### src/rtl/bitmap_block_allocator_core_assert.svh
// Assertion macros used by the allocator scan engine (bba_back).
// Each expects clk and rst_n in the scope where it is used.
`ifndef BITMAP_BLOCK_ALLOCATOR_CORE_ASSERT_SVH
`define BITMAP_BLOCK_ALLOCATOR_CORE_ASSERT_SVH

// cond holds at every edge outside reset
`define BBA_ASSERT_ALWAYS(lbl, cond, msg) \
  lbl: assert property (@(posedge clk) disable iff (!rst_n) (cond)) else $error(msg);

// cons holds in the same cycle as ante
`define BBA_ASSERT_IMPL(lbl, ante, cons, msg) \
  lbl: assert property (@(posedge clk) disable iff (!rst_n) (ante) |-> (cons)) \
    else $error(msg);

// cons holds in the cycle after ante
`define BBA_ASSERT_NEXT(lbl, ante, cons, msg) \
  lbl: assert property (@(posedge clk) disable iff (!rst_n) (ante) |=> (cons)) \
    else $error(msg);

`endif

### src/rtl/bba_pkg.sv
// Shared types, codes and helpers for the bitmap block allocator.
// No dependencies.
package bba_pkg;

  localparam int BLOCKS_DEF     = 64;
  localparam int OWNER_BITS_DEF = 8;
  localparam int MAX_RESULTS    = 64;
  localparam int KEPT_W         = 7;
  localparam int QDEPTH         = 2;

  // result status codes
  localparam logic [2:0] ST_ALLOCATED  = 3'd0;
  localparam logic [2:0] ST_NO_SPACE   = 3'd1;
  localparam logic [2:0] ST_RELEASED   = 3'd2;
  localparam logic [2:0] ST_NONE_FOUND = 3'd3;
  localparam logic [2:0] ST_EMPTY      = 3'd4;

  // request kinds decided by the front
  localparam logic [1:0] KIND_ALLOC   = 2'd0;
  localparam logic [1:0] KIND_RELEASE = 2'd1;
  localparam logic [1:0] KIND_EMPTY   = 2'd2;

  typedef struct packed {
    logic [1:0] kind;
    logic [6:0] count;
    logic [7:0] owner;
  } cmd_t;

  typedef struct packed {
    logic [2:0] status;
    logic [5:0] block_index;
    logic [2:0] cylinder;
    logic       track;
    logic [1:0] sector;
    logic       last;
  } res_t;

  typedef struct packed {
    logic clearing;
  } bba_stat_t;

  function automatic res_t mk_res(input logic [2:0] status, input logic [5:0] idx,
                                  input logic last);
    res_t r;
    r.status      = status;
    r.block_index = idx;
    r.cylinder    = idx[5:3];
    r.track       = idx[2];
    r.sector      = idx[1:0];
    r.last        = last;
    return r;
  endfunction

endpackage

### src/rtl/bitmap_block_allocator_core.sv
// Channel   Direction  Handshake           Word
// in_*      input      push / full         mode, block_count, owner_id
// out_*     output     empty / pop         status, block_index, geometry, last
//
// A request that allocates or releases blocks is walked by the scan engine, which
// reads one table entry per cycle through the RAM read port unless a full result
// queue stalls the scan in place; an allocation ends after the block that satisfies
// its count. Empty and no-space requests skip the scan. After reset a clearing pass
// writes all BLOCKS table entries; full stays high during it.
//
// Depends on bba_pkg, bba_front, bba_back, bba_resq and bba_ram.
module bitmap_block_allocator_core #(
  parameter int BLOCKS     = bba_pkg::BLOCKS_DEF,
  parameter int OWNER_BITS = bba_pkg::OWNER_BITS_DEF
) (
  input  logic       clk,
  input  logic       rst_n,
  // request side
  input  logic       push,
  output logic       full,
  input  logic       in_mode,
  input  logic [6:0] in_block_count,
  input  logic [7:0] in_owner_id,
  // result side
  output logic       empty,
  input  logic       pop,
  output logic [2:0] out_status,
  output logic [5:0] out_block_index,
  output logic [2:0] out_cylinder,
  output logic       out_track,
  output logic [1:0] out_sector,
  output logic       out_last
);

  // front to back: classified request word
  logic               cmd_vld;
  bba_pkg::cmd_t      cmd;
  logic               cmd_pop;
  bba_pkg::bba_stat_t stat;

  // back to result queue
  logic               res_push;
  bba_pkg::res_t      res_in;
  logic               res_full;
  bba_pkg::res_t      res_out;

  // Front: decode mode and empty counts, queue up to two requests.
  bba_front u_front (
    .clk           (clk),
    .rst_n         (rst_n),
    .push          (push),
    .full          (full),
    .in_mode       (in_mode),
    .in_block_count(in_block_count),
    .in_owner_id   (in_owner_id),
    .stat          (stat),
    .cmd_vld       (cmd_vld),
    .cmd           (cmd),
    .cmd_pop       (cmd_pop)
  );

  // Back: free-count check, first-fit scan, tag match and table update.
  bba_back #(
    .BLOCKS    (BLOCKS),
    .OWNER_BITS(OWNER_BITS)
  ) u_back (
    .clk     (clk),
    .rst_n   (rst_n),
    .cmd_vld (cmd_vld),
    .cmd     (cmd),
    .cmd_pop (cmd_pop),
    .stat    (stat),
    .out_push(res_push),
    .out_res (res_in),
    .out_full(res_full)
  );

  // Result buffer: decouple the scan from the consumer.
  bba_resq u_resq (
    .clk     (clk),
    .rst_n   (rst_n),
    .res_push(res_push),
    .res_in  (res_in),
    .res_full(res_full),
    .empty   (empty),
    .pop     (pop),
    .res_out (res_out)
  );

  assign out_status      = res_out.status;
  assign out_block_index = res_out.block_index;
  assign out_cylinder    = res_out.cylinder;
  assign out_track       = res_out.track;
  assign out_sector      = res_out.sector;
  assign out_last        = res_out.last;

endmodule

### src/rtl/bba_ram.sv
// Generic single-write, single-read RAM with registered read data.
// No dependencies.
module bba_ram #(
  parameter int WIDTH = 9,
  parameter int DEPTH = 64
) (
  input  logic                     clk,
  input  logic                     wr_en,
  input  logic [$clog2(DEPTH)-1:0] wr_addr,
  input  logic [WIDTH-1:0]         wr_data,
  input  logic                     rd_en,
  input  logic [$clog2(DEPTH)-1:0] rd_addr,
  output logic [WIDTH-1:0]         rd_data
);

  logic [WIDTH-1:0] mem [DEPTH];

  always_ff @(posedge clk) begin
    if (wr_en) begin
      mem[wr_addr] <= wr_data;
    end
    if (rd_en) begin
      rd_data <= mem[rd_addr];
    end
  end

endmodule

### src/rtl/bba_front.sv
// Request front: classify incoming words and hold them in a short queue.
// Depends on bba_pkg.
module bba_front (
  input  logic               clk,
  input  logic               rst_n,
  input  logic               push,
  output logic               full,
  input  logic               in_mode,
  input  logic [6:0]         in_block_count,
  input  logic [7:0]         in_owner_id,
  input  bba_pkg::bba_stat_t stat,
  output logic               cmd_vld,
  output bba_pkg::cmd_t      cmd,
  input  logic               cmd_pop
);

  bba_pkg::cmd_t q_r [bba_pkg::QDEPTH];
  logic          wr_r;
  logic          rd_r;
  logic [1:0]    cnt_r;
  logic          do_push;
  logic          do_pop;
  bba_pkg::cmd_t in_cmd;

  always_comb begin
    in_cmd.count = in_block_count;
    in_cmd.owner = in_owner_id;
    if (in_mode) begin
      in_cmd.kind = bba_pkg::KIND_RELEASE;
    end else if (in_block_count == 7'd0) begin
      in_cmd.kind = bba_pkg::KIND_EMPTY;
    end else begin
      in_cmd.kind = bba_pkg::KIND_ALLOC;
    end
  end

  assign full    = stat.clearing || (cnt_r == 2'(bba_pkg::QDEPTH));
  assign do_push = push && !full;
  assign cmd_vld = (cnt_r != 2'd0);
  assign do_pop  = cmd_pop && cmd_vld;
  assign cmd     = q_r[rd_r];

  always_ff @(posedge clk) begin
    if (do_push) begin
      q_r[wr_r] <= in_cmd;
    end
  end

  always_ff @(posedge clk) begin
    if (!rst_n) begin
      wr_r  <= 1'b0;
      rd_r  <= 1'b0;
      cnt_r <= 2'd0;
    end else begin
      if (do_push) begin
        wr_r <= ~wr_r;
      end
      if (do_pop) begin
        rd_r <= ~rd_r;
      end
      cnt_r <= cnt_r + 2'(do_push) - 2'(do_pop);
    end
  end

endmodule

### src/rtl/bba_back.sv
// Scan engine: clears the block table after reset, then walks it per request.
// Depends on bba_pkg, bba_ram and the assertion macro header.
`include "bitmap_block_allocator_core_assert.svh"

module bba_back #(
  parameter int BLOCKS     = bba_pkg::BLOCKS_DEF,
  parameter int OWNER_BITS = bba_pkg::OWNER_BITS_DEF
) (
  input  logic               clk,
  input  logic               rst_n,
  input  logic               cmd_vld,
  input  bba_pkg::cmd_t      cmd,
  output logic               cmd_pop,
  output bba_pkg::bba_stat_t stat,
  output logic               out_push,
  output bba_pkg::res_t      out_res,
  input  logic               out_full
);

  localparam int AW = $clog2(BLOCKS);
  localparam int CW = $clog2(BLOCKS + 1);
  localparam int DW = OWNER_BITS + 1;

  localparam logic [1:0] S_CLR  = 2'd0;
  localparam logic [1:0] S_IDLE = 2'd1;
  localparam logic [1:0] S_SCAN = 2'd2;
  localparam logic [1:0] S_FIN  = 2'd3;

  logic [1:0]                state_r, state_nxt;
  logic [CW-1:0]             ptr_r, ptr_nxt;
  logic                      s1_vld_r, s1_vld_nxt;
  logic [AW-1:0]             s1_idx_r, s1_idx_nxt;
  logic                      rel_r, rel_nxt;
  logic [6:0]                need_r, need_nxt;
  logic [OWNER_BITS-1:0]     owner_r, owner_nxt;
  logic [bba_pkg::KEPT_W-1:0] kept_r, kept_nxt;
  logic                      pend_vld_r, pend_vld_nxt;
  bba_pkg::res_t             pend_r, pend_nxt;
  logic [2:0]                fin_st_r, fin_st_nxt;
  logic [CW-1:0]             free_r, free_nxt;

  logic                      wr_en;
  logic [AW-1:0]             wr_addr;
  logic [DW-1:0]             wr_data;
  logic                      rd_en;
  logic [DW-1:0]             rd_data;

  logic [OWNER_BITS-1:0]     cmd_own;
  logic                      used;
  logic [OWNER_BITS-1:0]     tag;
  logic                      hit;
  logic                      keep;
  logic                      stall;
  logic                      issue;
  logic                      lack;
  logic [5:0]                idx6;

  bba_ram #(
    .WIDTH(DW),
    .DEPTH(BLOCKS)
  ) u_tbl (
    .clk    (clk),
    .wr_en  (wr_en),
    .wr_addr(wr_addr),
    .wr_data(wr_data),
    .rd_en  (rd_en),
    .rd_addr(ptr_r[AW-1:0]),
    .rd_data(rd_data)
  );

  assign cmd_own       = OWNER_BITS'(cmd.owner);
  assign used          = rd_data[DW-1];
  assign tag           = rd_data[OWNER_BITS-1:0];
  assign idx6          = 6'(s1_idx_r);
  assign stat.clearing = (state_r == S_CLR);
  assign lack          = ({{CW{1'b0}}, cmd.count} > {7'd0, free_r});

  // a hit is a block this request acts on; only the first MAX_RESULTS are reported
  assign hit   = (state_r == S_SCAN) && s1_vld_r &&
                 (rel_r ? (used && (tag == owner_r)) : (!used && (need_r != 7'd0)));
  assign keep  = hit && (kept_r < bba_pkg::KEPT_W'(bba_pkg::MAX_RESULTS));
  assign stall = keep && pend_vld_r && out_full;

  always_comb begin
    state_nxt    = state_r;
    ptr_nxt      = ptr_r;
    s1_vld_nxt   = s1_vld_r;
    s1_idx_nxt   = s1_idx_r;
    rel_nxt      = rel_r;
    need_nxt     = need_r;
    owner_nxt    = owner_r;
    kept_nxt     = kept_r;
    pend_vld_nxt = pend_vld_r;
    pend_nxt     = pend_r;
    fin_st_nxt   = fin_st_r;
    free_nxt     = free_r;
    cmd_pop      = 1'b0;
    out_push     = 1'b0;
    out_res      = pend_r;
    wr_en        = 1'b0;
    wr_addr      = s1_idx_r;
    wr_data      = '0;
    rd_en        = 1'b0;
    issue        = 1'b0;

    case (state_r)
      S_CLR: begin
        wr_en   = 1'b1;
        wr_addr = ptr_r[AW-1:0];
        if (ptr_r == CW'(BLOCKS - 1)) begin
          ptr_nxt   = '0;
          state_nxt = S_IDLE;
        end else begin
          ptr_nxt = ptr_r + CW'(1);
        end
      end

      S_IDLE: begin
        if (cmd_vld) begin
          cmd_pop      = 1'b1;
          rel_nxt      = (cmd.kind == bba_pkg::KIND_RELEASE);
          need_nxt     = cmd.count;
          owner_nxt    = cmd_own;
          ptr_nxt      = '0;
          s1_vld_nxt   = 1'b0;
          kept_nxt     = '0;
          pend_vld_nxt = 1'b0;
          case (cmd.kind)
            bba_pkg::KIND_RELEASE: begin
              fin_st_nxt = bba_pkg::ST_NONE_FOUND;
              state_nxt  = S_SCAN;
            end
            bba_pkg::KIND_ALLOC: begin
              if (lack) begin
                fin_st_nxt = bba_pkg::ST_NO_SPACE;
                state_nxt  = S_FIN;
              end else begin
                fin_st_nxt = bba_pkg::ST_ALLOCATED;
                state_nxt  = S_SCAN;
              end
            end
            default: begin
              fin_st_nxt = bba_pkg::ST_EMPTY;
              state_nxt  = S_FIN;
            end
          endcase
        end
      end

      S_SCAN: begin
        if (!stall) begin
          if (hit) begin
            wr_en = 1'b1;
            if (rel_r) begin
              wr_data  = '0;
              free_nxt = free_r + CW'(1);
            end else begin
              wr_data  = {1'b1, owner_r};
              free_nxt = free_r - CW'(1);
              need_nxt = need_r - 7'd1;
            end
          end
          // hold the newest report back so the final one can carry last
          if (keep) begin
            if (pend_vld_r) begin
              out_push = 1'b1;
            end
            pend_nxt     = bba_pkg::mk_res(rel_r ? bba_pkg::ST_RELEASED
                                                 : bba_pkg::ST_ALLOCATED, idx6, 1'b0);
            pend_vld_nxt = 1'b1;
            kept_nxt     = kept_r + bba_pkg::KEPT_W'(1);
          end
          issue = (ptr_r != CW'(BLOCKS)) && (rel_r || (need_nxt != 7'd0));
          if (issue) begin
            rd_en      = 1'b1;
            s1_vld_nxt = 1'b1;
            s1_idx_nxt = ptr_r[AW-1:0];
            ptr_nxt    = ptr_r + CW'(1);
          end else begin
            s1_vld_nxt = 1'b0;
            state_nxt  = S_FIN;
          end
        end
      end

      S_FIN: begin
        out_push = 1'b1;
        if (pend_vld_r) begin
          out_res      = pend_r;
          out_res.last = 1'b1;
        end else begin
          out_res = bba_pkg::mk_res(fin_st_r, 6'd0, 1'b1);
        end
        if (!out_full) begin
          state_nxt = S_IDLE;
        end
      end

      default: begin
        state_nxt = S_IDLE;
      end
    endcase
  end

  always_ff @(posedge clk) begin
    if (!rst_n) begin
      state_r    <= S_CLR;
      ptr_r      <= '0;
      s1_vld_r   <= 1'b0;
      pend_vld_r <= 1'b0;
      kept_r     <= '0;
      free_r     <= CW'(BLOCKS);
    end else begin
      state_r    <= state_nxt;
      ptr_r      <= ptr_nxt;
      s1_vld_r   <= s1_vld_nxt;
      pend_vld_r <= pend_vld_nxt;
      kept_r     <= kept_nxt;
      free_r     <= free_nxt;
    end
  end

  always_ff @(posedge clk) begin
    s1_idx_r <= s1_idx_nxt;
    rel_r    <= rel_nxt;
    need_r   <= need_nxt;
    owner_r  <= owner_nxt;
    pend_r   <= pend_nxt;
    fin_st_r <= fin_st_nxt;
  end

  `BBA_ASSERT_ALWAYS(a_free_bound, free_r <= CW'(BLOCKS), "free count above block count")
  `BBA_ASSERT_ALWAYS(a_kept_bound, kept_r <= bba_pkg::KEPT_W'(bba_pkg::MAX_RESULTS),
    "report count above limit")
  `BBA_ASSERT_IMPL(a_scan_not_last, (state_r == S_SCAN) && out_push, !out_res.last,
    "last word sent before scan end")
  `BBA_ASSERT_NEXT(a_fin_retire, (state_r == S_FIN) && !out_full, state_r == S_IDLE,
    "final word taken but request not retired")
  `BBA_ASSERT_IMPL(a_clr_no_pop, state_r == S_CLR, !cmd_pop && !out_push,
    "request activity during clearing pass")

endmodule

### src/rtl/bba_resq.sv
// Result queue: two-entry buffer between the scan engine and the result port.
// Depends on bba_pkg.
module bba_resq (
  input  logic          clk,
  input  logic          rst_n,
  input  logic          res_push,
  input  bba_pkg::res_t res_in,
  output logic          res_full,
  output logic          empty,
  input  logic          pop,
  output bba_pkg::res_t res_out
);

  bba_pkg::res_t q_r [bba_pkg::QDEPTH];
  logic          wr_r;
  logic          rd_r;
  logic [1:0]    cnt_r;
  logic          do_push;
  logic          do_pop;

  assign res_full = (cnt_r == 2'(bba_pkg::QDEPTH));
  assign empty    = (cnt_r == 2'd0);
  assign do_push  = res_push && !res_full;
  assign do_pop   = pop && !empty;
  assign res_out  = q_r[rd_r];

  always_ff @(posedge clk) begin
    if (do_push) begin
      q_r[wr_r] <= res_in;
    end
  end

  always_ff @(posedge clk) begin
    if (!rst_n) begin
      wr_r  <= 1'b0;
      rd_r  <= 1'b0;
      cnt_r <= 2'd0;
    end else begin
      if (do_push) begin
        wr_r <= ~wr_r;
      end
      if (do_pop) begin
        rd_r <= ~rd_r;
      end
      cnt_r <= cnt_r + 2'(do_push) - 2'(do_pop);
    end
  end

endmodule
### config.mk
export PLATFORM = sky130hd
export DESIGN_NAME = bitmap_block_allocator_core
export DESIGN_NICKNAME = d
export VERILOG_FILES = /design/src/rtl/bba_pkg.sv /design/src/rtl/bitmap_block_allocator_core.sv /design/src/rtl/bba_ram.sv /design/src/rtl/bba_front.sv /design/src/rtl/bba_back.sv /design/src/rtl/bba_resq.sv
export VERILOG_INCLUDE_DIRS = /design/src /design/src/rtl
export SDC_FILE = /design/constraint.sdc
export NUM_CORES = 1
export LEC_CHECK = 0
export BUFFER_PORTS_ARGS = -buffer_cell sky130_fd_sc_hd__clkbuf_2
export CAP_MARGIN = 20
export CORE_MARGIN = 3
export CORE_UTILIZATION = 30
export DETAILED_ROUTE_END_ITERATION = 10
export GPL_ROUTABILITY_DRIVEN = 0
export PLACE_DENSITY = 0.42
export SYNTH_ARGS = -nofsm -noshare
export SYNTH_HDL_FRONTEND = slang
export SYNTH_HIERARCHICAL = 1
export SYNTH_SLANG_ARGS = --single-unit
### constraint.sdc
create_clock -name clk -period 5.24 [get_ports clk]
set_input_delay 1.048 -clock clk [delete_from_list [all_inputs] [get_ports clk]]
set_output_delay 1.048 -clock clk [all_outputs]
set_load 0.005 [all_outputs]
### Word-level counts from Yosys, hierarchy flattened

Memory sizes are Yosys's and may differ from the RTL's. A register that Yosys moved wholly into a read port is not among the register bits.
Index checks and enable logic that the tools add are counted.

| operators by class | value |
|---|---|
| add/subtract/negate cells | 9 |
| $lt $le $gt $ge | 2 |
| equal/unequal tests | 16 |
| multiplexer cells | 65 |
| bitwise operators | 5 |
| reduce and logical (&&, ||, !) cells | 35 |

Operators with widths:

| kind | count |
|---|---|
| $mux W7 | 13 |
| $mux W9 | 4 |
| $mux W16 | 2 |
| $pmux W7 S2 | 2 |
| $mux W1 | 27 |
| $add A7 B1 Y7 const B | 3 |
| $pmux W7 S3 | 1 |
| $mux W2 | 8 |
| $reduce_bool A7 Y1 | 2 |
| $sub A7 B1 Y7 const B | 2 |
| $logic_and A1 B1 Y1 | 12 |
| $reduce_and A3 Y1 | 4 |
| $ne A2 B2 Y1 const B | 5 |
| $eq A2 B2 Y1 const B | 4 |
| $eq A8 B8 Y1 | 1 |
| $pmux W1 S2 | 4 |
| $pmux W2 S4 | 1 |
| $reduce_and A4 Y1 | 2 |
| $eq A7 B6 Y1 const B | 1 |
| $gt A7 B7 Y1 | 1 |
| $logic_not A7 Y1 | 1 |
| $lt A7 B7 Y1 const B | 1 |
| $ne A7 B7 Y1 const B | 1 |
| $logic_not A2 Y1 | 3 |
| other kinds (14) | 27 |

| storage, ports and cells | value |
|---|---|
| register bits | 73 |
| bits in writable memories | 642 |
| input port bits | 20 |
| output and inout bits | 18 |
| word-level logic and storage cells | 157 |
| memories | 3 |

Memory list:

| name | depth | bits a word | read ports | clocked after memory_dff | write ports | RTL line | source |
|---|---|---|---|---|---|---|---|
| u_back.u_tbl.mem | 64 | 9 | 1 | 1 | 1 | bba_ram.sv:16 | `logic [WIDTH-1:0] mem [DEPTH];` |
| u_front.q_r | 2 | 17 | 1 | 1 | 1 | bba_front.sv:17 | `bba_pkg::cmd_t q_r [bba_pkg::QDEPTH];` |
| u_resq.q_r | 2 | 16 | 1 | 1 | 1 | bba_resq.sv:14 | `bba_pkg::res_t q_r [bba_pkg::QDEPTH];` |

### Depth between registers and ports, before layout

Gate-level depths: netlist (run 1).

| logic depth | value |
|---|---|
| depth after elaboration | 15 |
| mapped depth | 13 |
| gate-level depth less buffers | 13 |

### Hierarchy

The synthesis (run 1) kept the hierarchy.

By module, submodules not included:

| module | times used | cells an instance | area each (um^2) | sequential area each (um^2) |
|---|---|---|---|---|
| bba_ram | 1 | 1,020 | 22,684.3 | 17,566.8 |
| bba_back | 1 | 358 | 3,509.6 | 1,431.4 |
| bba_front | 1 | 82 | 1,496.4 | 1,121.1 |
| bba_resq | 1 | 77 | 1,443.9 | 1,061.0 |

### Worst setup path after synthesis (run 1)

OpenSTA, ideal clock, no wires.

| timing path | value |
|---|---|
| kind | register to register |
| start | register u_back.need_r[3] |
| end | memory u_back.u_tbl.mem[0][0] (data pin) |
| setup time | 367 ps |
| data arrival time | 3,562 ps |
| slack | 1,311 ps |
| stages on the path, launching flop included | 8 |
| path buffers | 2 |
| clock period less this slack | 3,929 ps |
| cell sequence | edfxtp_1 > buf_6 > nor4_4 > a21oi_2 > o2111a_1 > nor2b_1 > clkbuf_1 > and2_1 |

| on the way | value |
|---|---|
| cells in the longest elaborated chain, start to end | 9 |
| elaborated cells between the ends (all ways) | 10 |

RTL lines:

| item | RTL line | source |
|---|---|---|
| start: declaration | bba_back.sv:34 | `logic [6:0] need_r, need_nxt;` |
| start signal: assignment | bba_back.sv:226 | `need_r <= need_nxt;` |
| $reduce_bool A7 Y1 (*) | bba_back.sv:80 | `(rel_r ? (used && (tag == owner_r)) : (!used && (need_r != 7'd0)));` |
| $logic_and A1 B1 Y1 (*) | bba_back.sv:80 |  |
| $mux W1 (*) | bba_back.sv:80 |  |
| $logic_and A1 B1 Y1 (*) | bba_back.sv:79 | `assign hit = (state_r == S_SCAN) && s1_vld_r &&` |
| $logic_and A1 B1 Y1 | bba_back.sv:81 | `assign keep = hit && (kept_r < bba_pkg::KEPT_W'(bba_pkg::MAX_RESULTS));` |
| $logic_and A1 B1 Y1 (2 in series) | bba_back.sv:82 | `assign stall = keep && pend_vld_r && out_full;` |
| $mux W9 (*) | bba_back.sv:151 | `if (!stall) begin` |
| $mux W9 (*) | bba_back.sv:106 | `case (state_r)` |
| net u_back.wr_data[0] | bba_back.sv:44 | `logic [DW-1:0] wr_data;` |
| end: declaration | bba_ram.sv:16 |  |

Mark *: on every way through the listed nets, which the timed path passes. The rest lies on a longest branch.

### Final worst setup path (run 1)

| timing path | value |
|---|---|
| start | register u_back.owner_r[4] |
| end | memory u_back.u_tbl.mem[44][6], enable pin |

| on the way | value |
|---|---|
| cells in the longest elaborated chain, start to end | 11 |
| elaborated cells between the ends (all ways) | 12 |

RTL lines:

| item | RTL line | source |
|---|---|---|
| start: declaration | bba_back.sv:35 | `logic [OWNER_BITS-1:0] owner_r, owner_nxt;` |
| start signal: assignment | bba_back.sv:227 | `owner_r <= owner_nxt;` |
| $eq A8 B8 Y1 (*) | bba_back.sv:80 |  |
| $logic_and A1 B1 Y1 (*) | bba_back.sv:80 |  |
| $mux W1 (*) | bba_back.sv:80 |  |
| $logic_and A1 B1 Y1 (*) | bba_back.sv:79 |  |
| $logic_and A1 B1 Y1 | bba_back.sv:81 |  |
| $logic_and A1 B1 Y1 (2 in series) | bba_back.sv:82 |  |
| $mux W1 (*) | bba_back.sv:151 |  |
| $pmux W1 S2 (*) | bba_back.sv:106 |  |
| net u_back.wr_en | bba_back.sv:42 | `logic wr_en;` |
| $mux W1 (*) | bba_ram.sv:19 | `if (wr_en) begin` |
| $mux W1 (not written as such) (*) | bba_ram.sv:20 | `mem[wr_addr] <= wr_data;` |

Marked as above.

==> run_results.csv, run 1 <==
group,metric,value,unit
power_and_ir_drop,internal_power,10.7,mW
power_and_ir_drop,power.switching,3.78,mW
setup_path,critPathMaxFanout,10,
setup_path,required,5.49,ns
clock_tree,cts_setup_buffers,0,
clock_tree,clock_latency,0.64,ns
power_and_ir_drop,p_seq_frac,0.463,
power_and_ir_drop,p_per_area,428,nW/um^2
logic_synthesis,yosys.area.top_type,"edfxtp_1",
logic_synthesis,yosys_warnings,6,
final_layout,fill_cells,9033,
drt,first_pass_iters,5,
logic_synthesis,synth_top_cell_area_share,0.703,
final_layout,fin_nets,1700,
floorplan,core,95600,sq um
clock_tree,cts_max_level,3,
logic_synthesis,synth_nets,1583,
sta,tns,0,ns
clock_tree,cts_root_buf,"clkbuf_16",
setup_path,reg2reg_depth,10,
place,place_inst,2835,
drt,wl_per_cell,24.4,um
min_path,hp-class,"flip-flop to flip-flop",
floorplan,placementRows,113,
final_layout,multi_input_area,7350,sq um
logic_synthesis,ys_dominant_reg_cell,"edfxtp_1",
drt,drc,0,
clock_tree,clk_pin_slew_worst_paths,0.06,ns
setup_path,path_class,"flip-flop to flip-flop",
logic_synthesis,netlist_instances,1537,
drt,via_per_inst,4.87,
logic_synthesis,ys_top_cells_by_area,"edfxtp_1 70%, mux4_2 11%, dfxtp_1 2.4%",
sta,finalHoldWorstSlack,0.456,ns
power_and_ir_drop,vdd_drop_max,0.000207,V
drt,final_antenna_net_count,0,
logic_synthesis,avgSynthCellArea,19.0,sq um
sta,clock.fmax,0.238,GHz
setup_path,crit_path_start_kind,"flip-flop",
global_routing,grt_antenna_before_repair,0,
logic_synthesis,synthDistinctLibCells,77,
final_layout,finalNonFillerCells,2986,
floorplan,die_y,318,um
global_routing,grt_pass1_vias,15200,
clock_tree,numCtsBuffers,82,
place,post_dp_cell_area,31100,sq um
sta,hold_violations,0,
place,hpwl,45900,um
drt,vias,14500,
final_layout,register_area,21200,sq um
setup_path,cp-end-kind,"flip-flop",
sta,clock_skew,0.0216,ns
logic_synthesis,synth_area,29100,sq um
sta,min_period,4.20,ns
logic_synthesis,ys_seq_elements,717,
global_routing,grt_usage,0.143,
logic_synthesis,yosysMostFrequentCell,"edfxtp_1",
sta,rsz0062_at_grt,"false",
logic_synthesis,synth_edf_count,682,
global_routing,grt_overflow,0,
drt,drt_iter0_drc,1121,
final_layout,syn_to_final_growth,15.7,%
outcome,run_status,"finished clean",
clock_tree,cts_tree,"yes",
power_and_ir_drop,pwr-share-comb,0.149,
final_layout,final_layout_size_suffix_gt1_frac,0.257,
floorplan,die_w,318,um
setup_path,critPathArrivalTime,4.46,ns
sta,slew_headroom,0.262,
drt,wirelength,72900,um
sta,drv_slew,0,
clock_tree,cts_sinks,717,
clock_tree,hold_buffers,0,
power_and_ir_drop,clkPwrFrac,0.388,
min_path,hold_depth,0,
logic_synthesis,yosysSeqAreaShare,0.727,
global_routing,grt_first_pass_wirelength,107000,um
global_routing,grt_max_degree,68,
job,maxCapViolCount,0,
final_layout,finalInstanceArea,33700,sq um
floorplan,io_pins,38,
logic_synthesis,ys_async_sr_fraction,0,
power_and_ir_drop,p_sw_frac,0.262,
sta,period_share,0.802,
floorplan,start_util,0.305,
floorplan,die_area,101000,sq um
power_and_ir_drop,p_total,14.4,mW
place,port_buffers,37,
power_and_ir_drop,p_leak,9.37,nW
sta,tightest_slew,1.08,ns
clock_tree,post_cts_resize_count,0,
clock_tree,clockBufferDepth,3,
sta,setup_violations,0,
logic_synthesis,synth_commonest_cells,"682 x edfxtp_1, 143 x mux4_2, 115 x nor2_1",
-- power groups by stage --
stage	Combinational [mW]	Clock [mW]	Sequential [mW]
2_1_floorplan	1.62	0	6.66
3_3_place_gp	2.21	0	6.81
3_5_place_dp	2.20	0	6.82
4_1_cts	2.21	5.77	6.70
5_1_grt	2.32	6.02	6.73
6_report	2.15	5.60	6.69
-- state kept, by name, summed over array words and instances (netlist names), 7 cells and up, named ones only --
name	count
u_back/need_r	7
u_back/ptr_r	7
u_back/kept_r	7
u_front/q_r	34
u_back/u_tbl/mem	576
u_back/u_tbl/rd_data	9
u_back/pend_r	7
u_back/free_r	7
u_resq/q_r	32
u_back/owner_r	8
-- kinds of logic (layout without fill, tap and decap cells) --
family	Yosys count	count (layout)	synth area share
xor+xnor	22	22	0.00661
compound gates	143	143	0.0361
simple gates	294	294	0.0502
mux	227	227	0.147
buf+inv	108	291	0.0215
other cells	0	1	0
fa+ha+maj	26	26	0.0114
flops	717	717	0.727
-- worst paths after layout --
kind / slack (ns) / start / end
worst max-delay path: 1.04 / u_back/owner_r[4] / u_back/u_tbl/mem[44][6]
worst min-delay path: 0.46 / u_back/idx6[5] / u_back/pend_r[12]
worst max register to register: 1.04 / u_back/owner_r[4] / u_back/u_tbl/mem[44][6]
worst min register to register: 0.46 / u_back/idx6[5] / u_back/pend_r[12]
-- cells in the final DEF (no fill, tap or decap), types with 18 or more instances in the layout --
master / netlist / routed
clkbuf_16: 0 / 83
nor2_1: 115 / 115
nor2b_1: 22 / 21
inv_1: 28 / 28
xnor2_1: 18 / 18
a22oi_1: 18 / 18
clkinv_1: 1 / 24
ha_1: 25 / 25
buf_4: 15 / 66
mux4_2: 143 / 143
nand3_1: 20 / 20
mux2i_1: 30 / 30
a21oi_1: 25 / 25
clkbuf_1: 32 / 20
edfxtp_1: 682 / 682
nand2_1: 46 / 46
clkbuf_2: 0 / 37
mux2_2: 35 / 35
dfxtp_1: 35 / 32
-- metrics by stage --
| step | setup slack, ns | utilization |
|---|---|---|
| 4_1_cts | 1.06 | 0.353 |
| 6_report | 1.04 | 0.353 |
| 3_5_place_dp | 1.06 | 0.325 |
| 3_3_place_gp | 1.20 | 0.325 |
| 5_1_grt | 0.778 | 0.353 |
| 2_1_floorplan | 1.31 | - |
-- worst max-delay path: stages, from the launching register on --
cell and delay, ns:
edfxtp_1 0.41, xnor2_1 0.17, nand3_1 0.12, nor4_1 0.35, buf_4 0.21, o211ai_1 0.10
nor2_2 0.53, or2_2 0.35, nor2b_1 0.28, nand2_1 0.47, nor2_1 0.83
-- layer usage --
| layer | track usage | share of wire |
|---|---|---|
| met5 | 0 | 0 |
| met4 | 0.0424 | 0.026 |
| met3 | 0.0270 | 0.040 |
| met2 | 0.234 | 0.48 |
| met1 | 0.195 | 0.45 |
-- final cells by class --
cell class,count,area share
repair buffers,111,0.0249
multi-input cells,712,0.218
well taps,1265,0.0470
flip-flops and latches,717,0.629
clock buffers,103,0.0639
diodes,1,0.0000742
inverters,30,0.00334
clock inverters,47,0.0141
No activity file was read; power rests on OpenSTA's default activity.
==> run 2, diff against run 1 <==
--- a/config.mk
+++ b/config.mk
@@ -12,7 +12,7 @@
 export CORE_UTILIZATION = 30
 export DETAILED_ROUTE_END_ITERATION = 10
 export GPL_ROUTABILITY_DRIVEN = 0
-export PLACE_DENSITY = 0.42
+export PLACE_DENSITY = 0.43
 export SYNTH_ARGS = -nofsm -noshare
 export SYNTH_HDL_FRONTEND = slang
 export SYNTH_HIERARCHICAL = 1
==> constraint.sdc (replaced) <==
create_clock -name clk -period 3.6 [get_ports clk]
set_input_delay 0.72 -clock clk [delete_from_list [all_inputs] [get_ports clk]]
set_output_delay 0.72 -clock clk [all_outputs]
set_load 0.005 [all_outputs]
==> run 2 against run 1 <==
Net effect: via count up 0.88%; fmax up 29%; largest power group unchanged; global-route usage down 0.23 points; critical endpoint is now u_back/u_tbl/rd_data[0].
==> run_results.csv, run 2 (synthesis gave the netlist of run 1 again) <==
group,metric,value,unit
clock_tree,cts_sinks,717,
power_and_ir_drop,vdd_drop_max,0.000331,V
final_layout,largestRegisters,"u_back/u_tbl/mem (576), u_front/q_r (34), u_resq/q_r (32)",
final_layout,final_layout_size_suffix_gt1_frac,0.284,
sta,rsz0062_at_grt,"false",
setup_path,reg2reg_slack,0.35,ns
drt,wirelength,71400,um
global_routing,grt_pass1_vias,15400,
place,hpwl,46500,um
sta,setup_violations,0,
clock_tree,clockBufferDepth,3,
clock_tree,hold_buffers,0,
global_routing,grt_max_degree,65,
floorplan,die_y,318,um
sta,period_share,0.903,
sta,finalHoldWorstSlack,0.286,ns
clock_tree,cts_root_buf,"clkbuf_16",
floorplan,die_area,101000,sq um
outcome,run_status,"finished clean",
final_layout,fill_cells,8988,
drt,vias,14700,
power_and_ir_drop,p_leak,9.66,nW
setup_path,required,3.85,ns
floorplan,io_pins,38,
sta,slew_headroom,0.279,
clock_tree,cts_max_level,3,
drt,via_per_inst,4.83,
sta,drv_slew,0,
floorplan,placementRows,113,
global_routing,grt_usage,0.141,
clock_tree,clk_pin_slew_worst_paths,0.06,ns
setup_path,critPathMaxFanout,9,
floorplan,core,95600,sq um
final_layout,fin_nets,1753,
clock_tree,post_cts_resize_count,0,
final_layout,largest_reg_flops,576,
floorplan,start_util,0.305,
setup_path,critPathArrivalTime,3.50,ns
clock_tree,cts_tree,"yes",
global_routing,grt_antenna_before_repair,2,
global_routing,grt_first_pass_wirelength,107000,um
sta,tightest_slew,1.08,ns
final_layout,diodes,0,
drt,drt_iter0_drc,1055,
setup_path,path_class,"flip-flop to flip-flop",
drt,drc,0,
drt,final_antenna_net_count,0,
final_layout,layout_commonest_cell,"edfxtp_1",
clock_tree,clock_latency,0.63,ns
sta,hold_violations,0,
power_and_ir_drop,p_per_area,620,nW/um^2
setup_path,cp-end-kind,"flip-flop",
sta,clock_skew,0.0277,ns
final_layout,syn_to_final_growth,17.2,%
clock_tree,cts_setup_buffers,0,
final_layout,final_cell_mix,"682 x edfxtp_1, 143 x mux4_2, 115 x nor2_1, 111 x buf_4, 84 x clkbuf_16",
place,port_buffers,37,
floorplan,die_w,318,um
min_path,hp-class,"input port to flip-flop",
clock_tree,numCtsBuffers,84,
global_routing,grt_overflow,0,
drt,first_pass_iters,5,
setup_path,crit_path_start_kind,"flip-flop",
sta,tns,0,ns
job,maxCapViolCount,0,
final_layout,regMostFlops,"u_back/u_tbl/mem",
drt,wl_per_cell,23.5,um
sta,clock.fmax,0.308,GHz
sta,min_period,3.25,ns
## run 2: worst max-delay path, cell delays in order (launching register included)
cell and delay (ns):
edfxtp_1 0.42, inv_1 0.08, ha_1 0.21, nor2b_1 0.16, a211oi_2 0.47, nor3_1 0.11, o311ai_2 0.46, o211ai_1 0.25
nor2_1 0.70
## run 2: layout make-up
| class | count | area (sq um) | area share |
|---|---|---|---|
| multi-input cells | 712 | 7350 | 0.215 |
| flip-flops and latches | 717 | 21200 | 0.620 |
| clock inverters | 44 | 419 | 0.0123 |
| inverters | 30 | 113 | 0.00330 |
| clock buffers | 107 | 2210 | 0.0646 |
| repair buffers | 162 | 1300 | 0.0380 |
| well taps | 1265 | 1580 | 0.0463 |
## run 2: stage by stage
| stage | power [mW] | util | instance area [sq um] | setup WS [ns] | std cells |
|---|---|---|---|---|---|
| after CTS | 21.5 | 0.357 | 34200 | 0.395 | 3037 |
| after floorplan | 12.1 | - | 29100 | 0.257 | 1537 |
| after global routing | 22.1 | 0.357 | 34200 | 0.111 | 3037 |
| after detailed placement | 13.3 | 0.330 | 31500 | 0.429 | 2886 |
| final | 21.2 | 0.357 | 34200 | 0.350 | 3037 |
| after global placement | 13.3 | 0.330 | 31500 | 0.461 | 2885 |
## run 2: path summary, 6_finish.rpt
path | from | to | depth (start not counted)
worst min register to register | u_back/kept_r[5] | u_back/kept_r[5] | 1
worst max-delay path | u_back/need_r[0] | u_back/u_tbl/rd_data[0] | 8
worst min-delay path | in_owner_id[4] | u_front/q_r[1][4] | 1
worst max register to register | u_back/need_r[0] | u_back/u_tbl/rd_data[0] | 8
## run 2: metal layers
metal / vias to the layer above / global-route usage / wire length (um)
met4: 0 / 0.0367 / 1470
met3: 91 / 0.0238 / 3050
li1: 6550 / - / -
met5: - / 0 / 0
met2: 324 / 0.238 / 35500
met1: 7710 / 0.189 / 31500
## run 2: report_power, final
| group | internal, mW | total (mW) | switching (mW) |
|---|---|---|---|
| Combinational | 1.48 | 3.37 | 1.89 |
| Sequential | 9.45 | 9.70 | 0.247 |
| Clock | 4.72 | 8.10 | 3.38 |
==> run 3, diff against run 2 <==
--- a/config.mk
+++ b/config.mk
@@ -12,7 +12,7 @@
 export CORE_UTILIZATION = 30
 export DETAILED_ROUTE_END_ITERATION = 10
 export GPL_ROUTABILITY_DRIVEN = 0
-export PLACE_DENSITY = 0.43
+export PLACE_DENSITY = 0.53
 export SYNTH_ARGS = -nofsm -noshare
 export SYNTH_HDL_FRONTEND = slang
 export SYNTH_HIERARCHICAL = 1
==> run 3 against run 2 <==
Net effect: sequential power up 0.6%; via count down 0.18%; cell count down 0.46%; worst hold slack better by 0.014 ns; routed wire length down 6.7%; utilization down 0.39 points; fmax down 0.32%; power down 3.7%; highest routed layer is now met5.
==> run_results.csv, run 3 (synthesis gave the netlist of run 1 again) <==
group,metric,value,unit
outcome,run_status,"finished clean",
clock_tree,cts_max_level,3,
global_routing,grt_max_degree,65,
setup_path,critPathSlowestCell,"buf_4",
setup_path,cp_cell_sequence,"nor4_4, a21oi_2, o2111a_1, nor2b_4, buf_4, and2_2, buf_4",
final_layout,fill_cells,8942,
global_routing,grt_usage,0.132,
power_and_ir_drop,power.switching,5.24,mW
final_layout,regMostFlops,"u_back/u_tbl/mem",
drt,wirelength,66600,um
drt,final_antenna_net_count,0,
drt,drt_iter0_drc,1190,
sta,period_share,0.906,
final_layout,diodes,0,
power_and_ir_drop,p_sw_frac,0.257,
power_and_ir_drop,pwr-share-comb,0.160,
sta,rsz0062_at_grt,"false",
final_layout,layout_commonest_cell,"edfxtp_1",
clock_tree,hold_buffers,0,
setup_path,crit_family,"buffers and inverters",
sta,tightest_slew,1.09,ns
final_layout,fin_nets,1747,
power_and_ir_drop,p_per_area,603,nW/um^2
drt,wl_per_cell,22.0,um
clock_tree,cts_tree,"yes",
sta,clock_skew,0.0275,ns
global_routing,grt_overflow,0,
setup_path,required,3.90,ns
power_and_ir_drop,p_seq_frac,0.479,
setup_path,critPathArrivalTime,3.56,ns
clock_tree,cts_sinks,717,
min_path,hp-class,"input port to flip-flop",
drt,via_per_inst,4.85,
setup_path,crit_path_start_kind,"flip-flop",
global_routing,grt_first_pass_wirelength,100000,um
sta,clock.fmax,0.307,GHz
sta,drv_slew,0,
setup_path,max_stage_delay,0.58,ns
sta,slew_headroom,0.274,
drt,vias,14600,
place,port_buffers,37,
clock_tree,clockBufferDepth,3,
floorplan,die_w,318,um
floorplan,die_area,101000,sq um
clock_tree,cts_setup_buffers,0,
place,post_dp_cell_area,31500,sq um
drt,first_pass_iters,5,
setup_path,path_class,"flip-flop to flip-flop",
final_layout,largest_reg_flops,576,
clock_tree,post_cts_resize_count,0,
clock_tree,cts_root_buf,"clkbuf_16",
setup_path,critPathMaxFanout,64,
job,maxCapViolCount,0,
power_and_ir_drop,p_leak,9.51,nW
final_layout,largestRegisters,"u_back/u_tbl/mem (576), u_front/q_r (34), u_resq/q_r (32)",
final_layout,final_layout_size_suffix_gt1_frac,0.280,
setup_path,crit_top_cell,"buf_4",
final_layout,syn_to_final_growth,16.0,%
global_routing,grt_pass1_vias,15300,
global_routing,grt_antenna_before_repair,2,
sta,tns,0,ns
final_layout,finalInstanceArea,33800,sq um
floorplan,placementRows,113,
place,hpwl,43200,um
floorplan,io_pins,38,
clock_tree,clock_latency,0.61,ns
power_and_ir_drop,clkPwrFrac,0.361,
sta,min_period,3.26,ns
drt,drc,0,
setup_path,cp-end-kind,"flip-flop",
final_layout,final_cell_mix,"682 x edfxtp_1, 143 x mux4_2, 122 x buf_4, 115 x nor2_1, 75 x clkbuf_16",
floorplan,core,95600,sq um
clock_tree,numCtsBuffers,74,
power_and_ir_drop,internal_power,15.1,mW
sta,hold_violations,0,
floorplan,die_y,318,um
setup_path,crit_buf_inv,2,
sta,setup_violations,0,
power_and_ir_drop,vdd_drop_max,0.000354,V
clock_tree,clk_pin_slew_worst_paths,0.06,ns
floorplan,start_util,0.305,
run 3: cell types whose count changed in the layout (fill, tap and decap cells not counted), moves of 2 or more:
cell and change:
clkinv_4 -2, inv_6 -2, clkbuf_16 -9, clkinv_2 -4, buf_12 -9, clkinvlp_4 +3
clkbuf_1 -3, buf_4 +11
run 3: final cells by class:
type | instances | area [sq um] | share of cell area
clock buffers | 96 | 1990 | 0.0588
clock inverters | 37 | 353 | 0.0104
inverters | 30 | 113 | 0.00333
multi-input cells | 712 | 7350 | 0.217
flip-flops and latches | 717 | 21200 | 0.627
well taps | 1265 | 1580 | 0.0468
repair buffers | 166 | 1220 | 0.0360
run 3: power by group through the flow:
stage,registers (mW),logic (mW),clock network [mW]
floorplan,9.69,2.36,0
global route,9.81,3.49,7.94
finish,9.76,3.26,7.36
global placement,9.93,3.25,0
CTS,9.77,3.31,7.59
detailed placement,9.95,3.30,0
run 3: path summary, 6_finish.rpt:
kind                              to  depth (start not counted)  slack (ns)             start
max reg2reg  u_back/u_tbl/mem[18][3]                          7        0.34  u_back/need_r[3]
max          u_back/u_tbl/mem[18][3]                          7        0.34  u_back/need_r[3]
min reg2reg         u_back/pend_r[9]                          0        0.45    u_back/idx6[2]
min                u_front/q_r[1][5]                          1        0.30    in_owner_id[5]
run 3: per-layer routing:
| layer | share of wire | track usage | routed length, um |
|---|---|---|---|
| met1 | 0.43 | 0.176 | 28700 |
| met2 | 0.49 | 0.217 | 32700 |
| met3 | 0.058 | 0.0303 | 3840 |
| met4 | 0.020 | 0.0345 | 1330 |
| met5 | 0.00039 | 0 | 26 |
run 3: per-stage QoR:
step	setup slack, ns	utilization	hold WS [ns]	cells	total power, mW
after floorplan	0.257	-	0.422	1537	12.1
after global placement	0.242	0.329	0.444	2888	13.2
after detailed placement	0.323	0.329	0.444	2890	13.2
after CTS	0.307	0.354	0.255	3023	20.7
after global routing	0.105	0.354	0.268	3023	21.2
final	0.339	0.354	0.300	3023	20.4
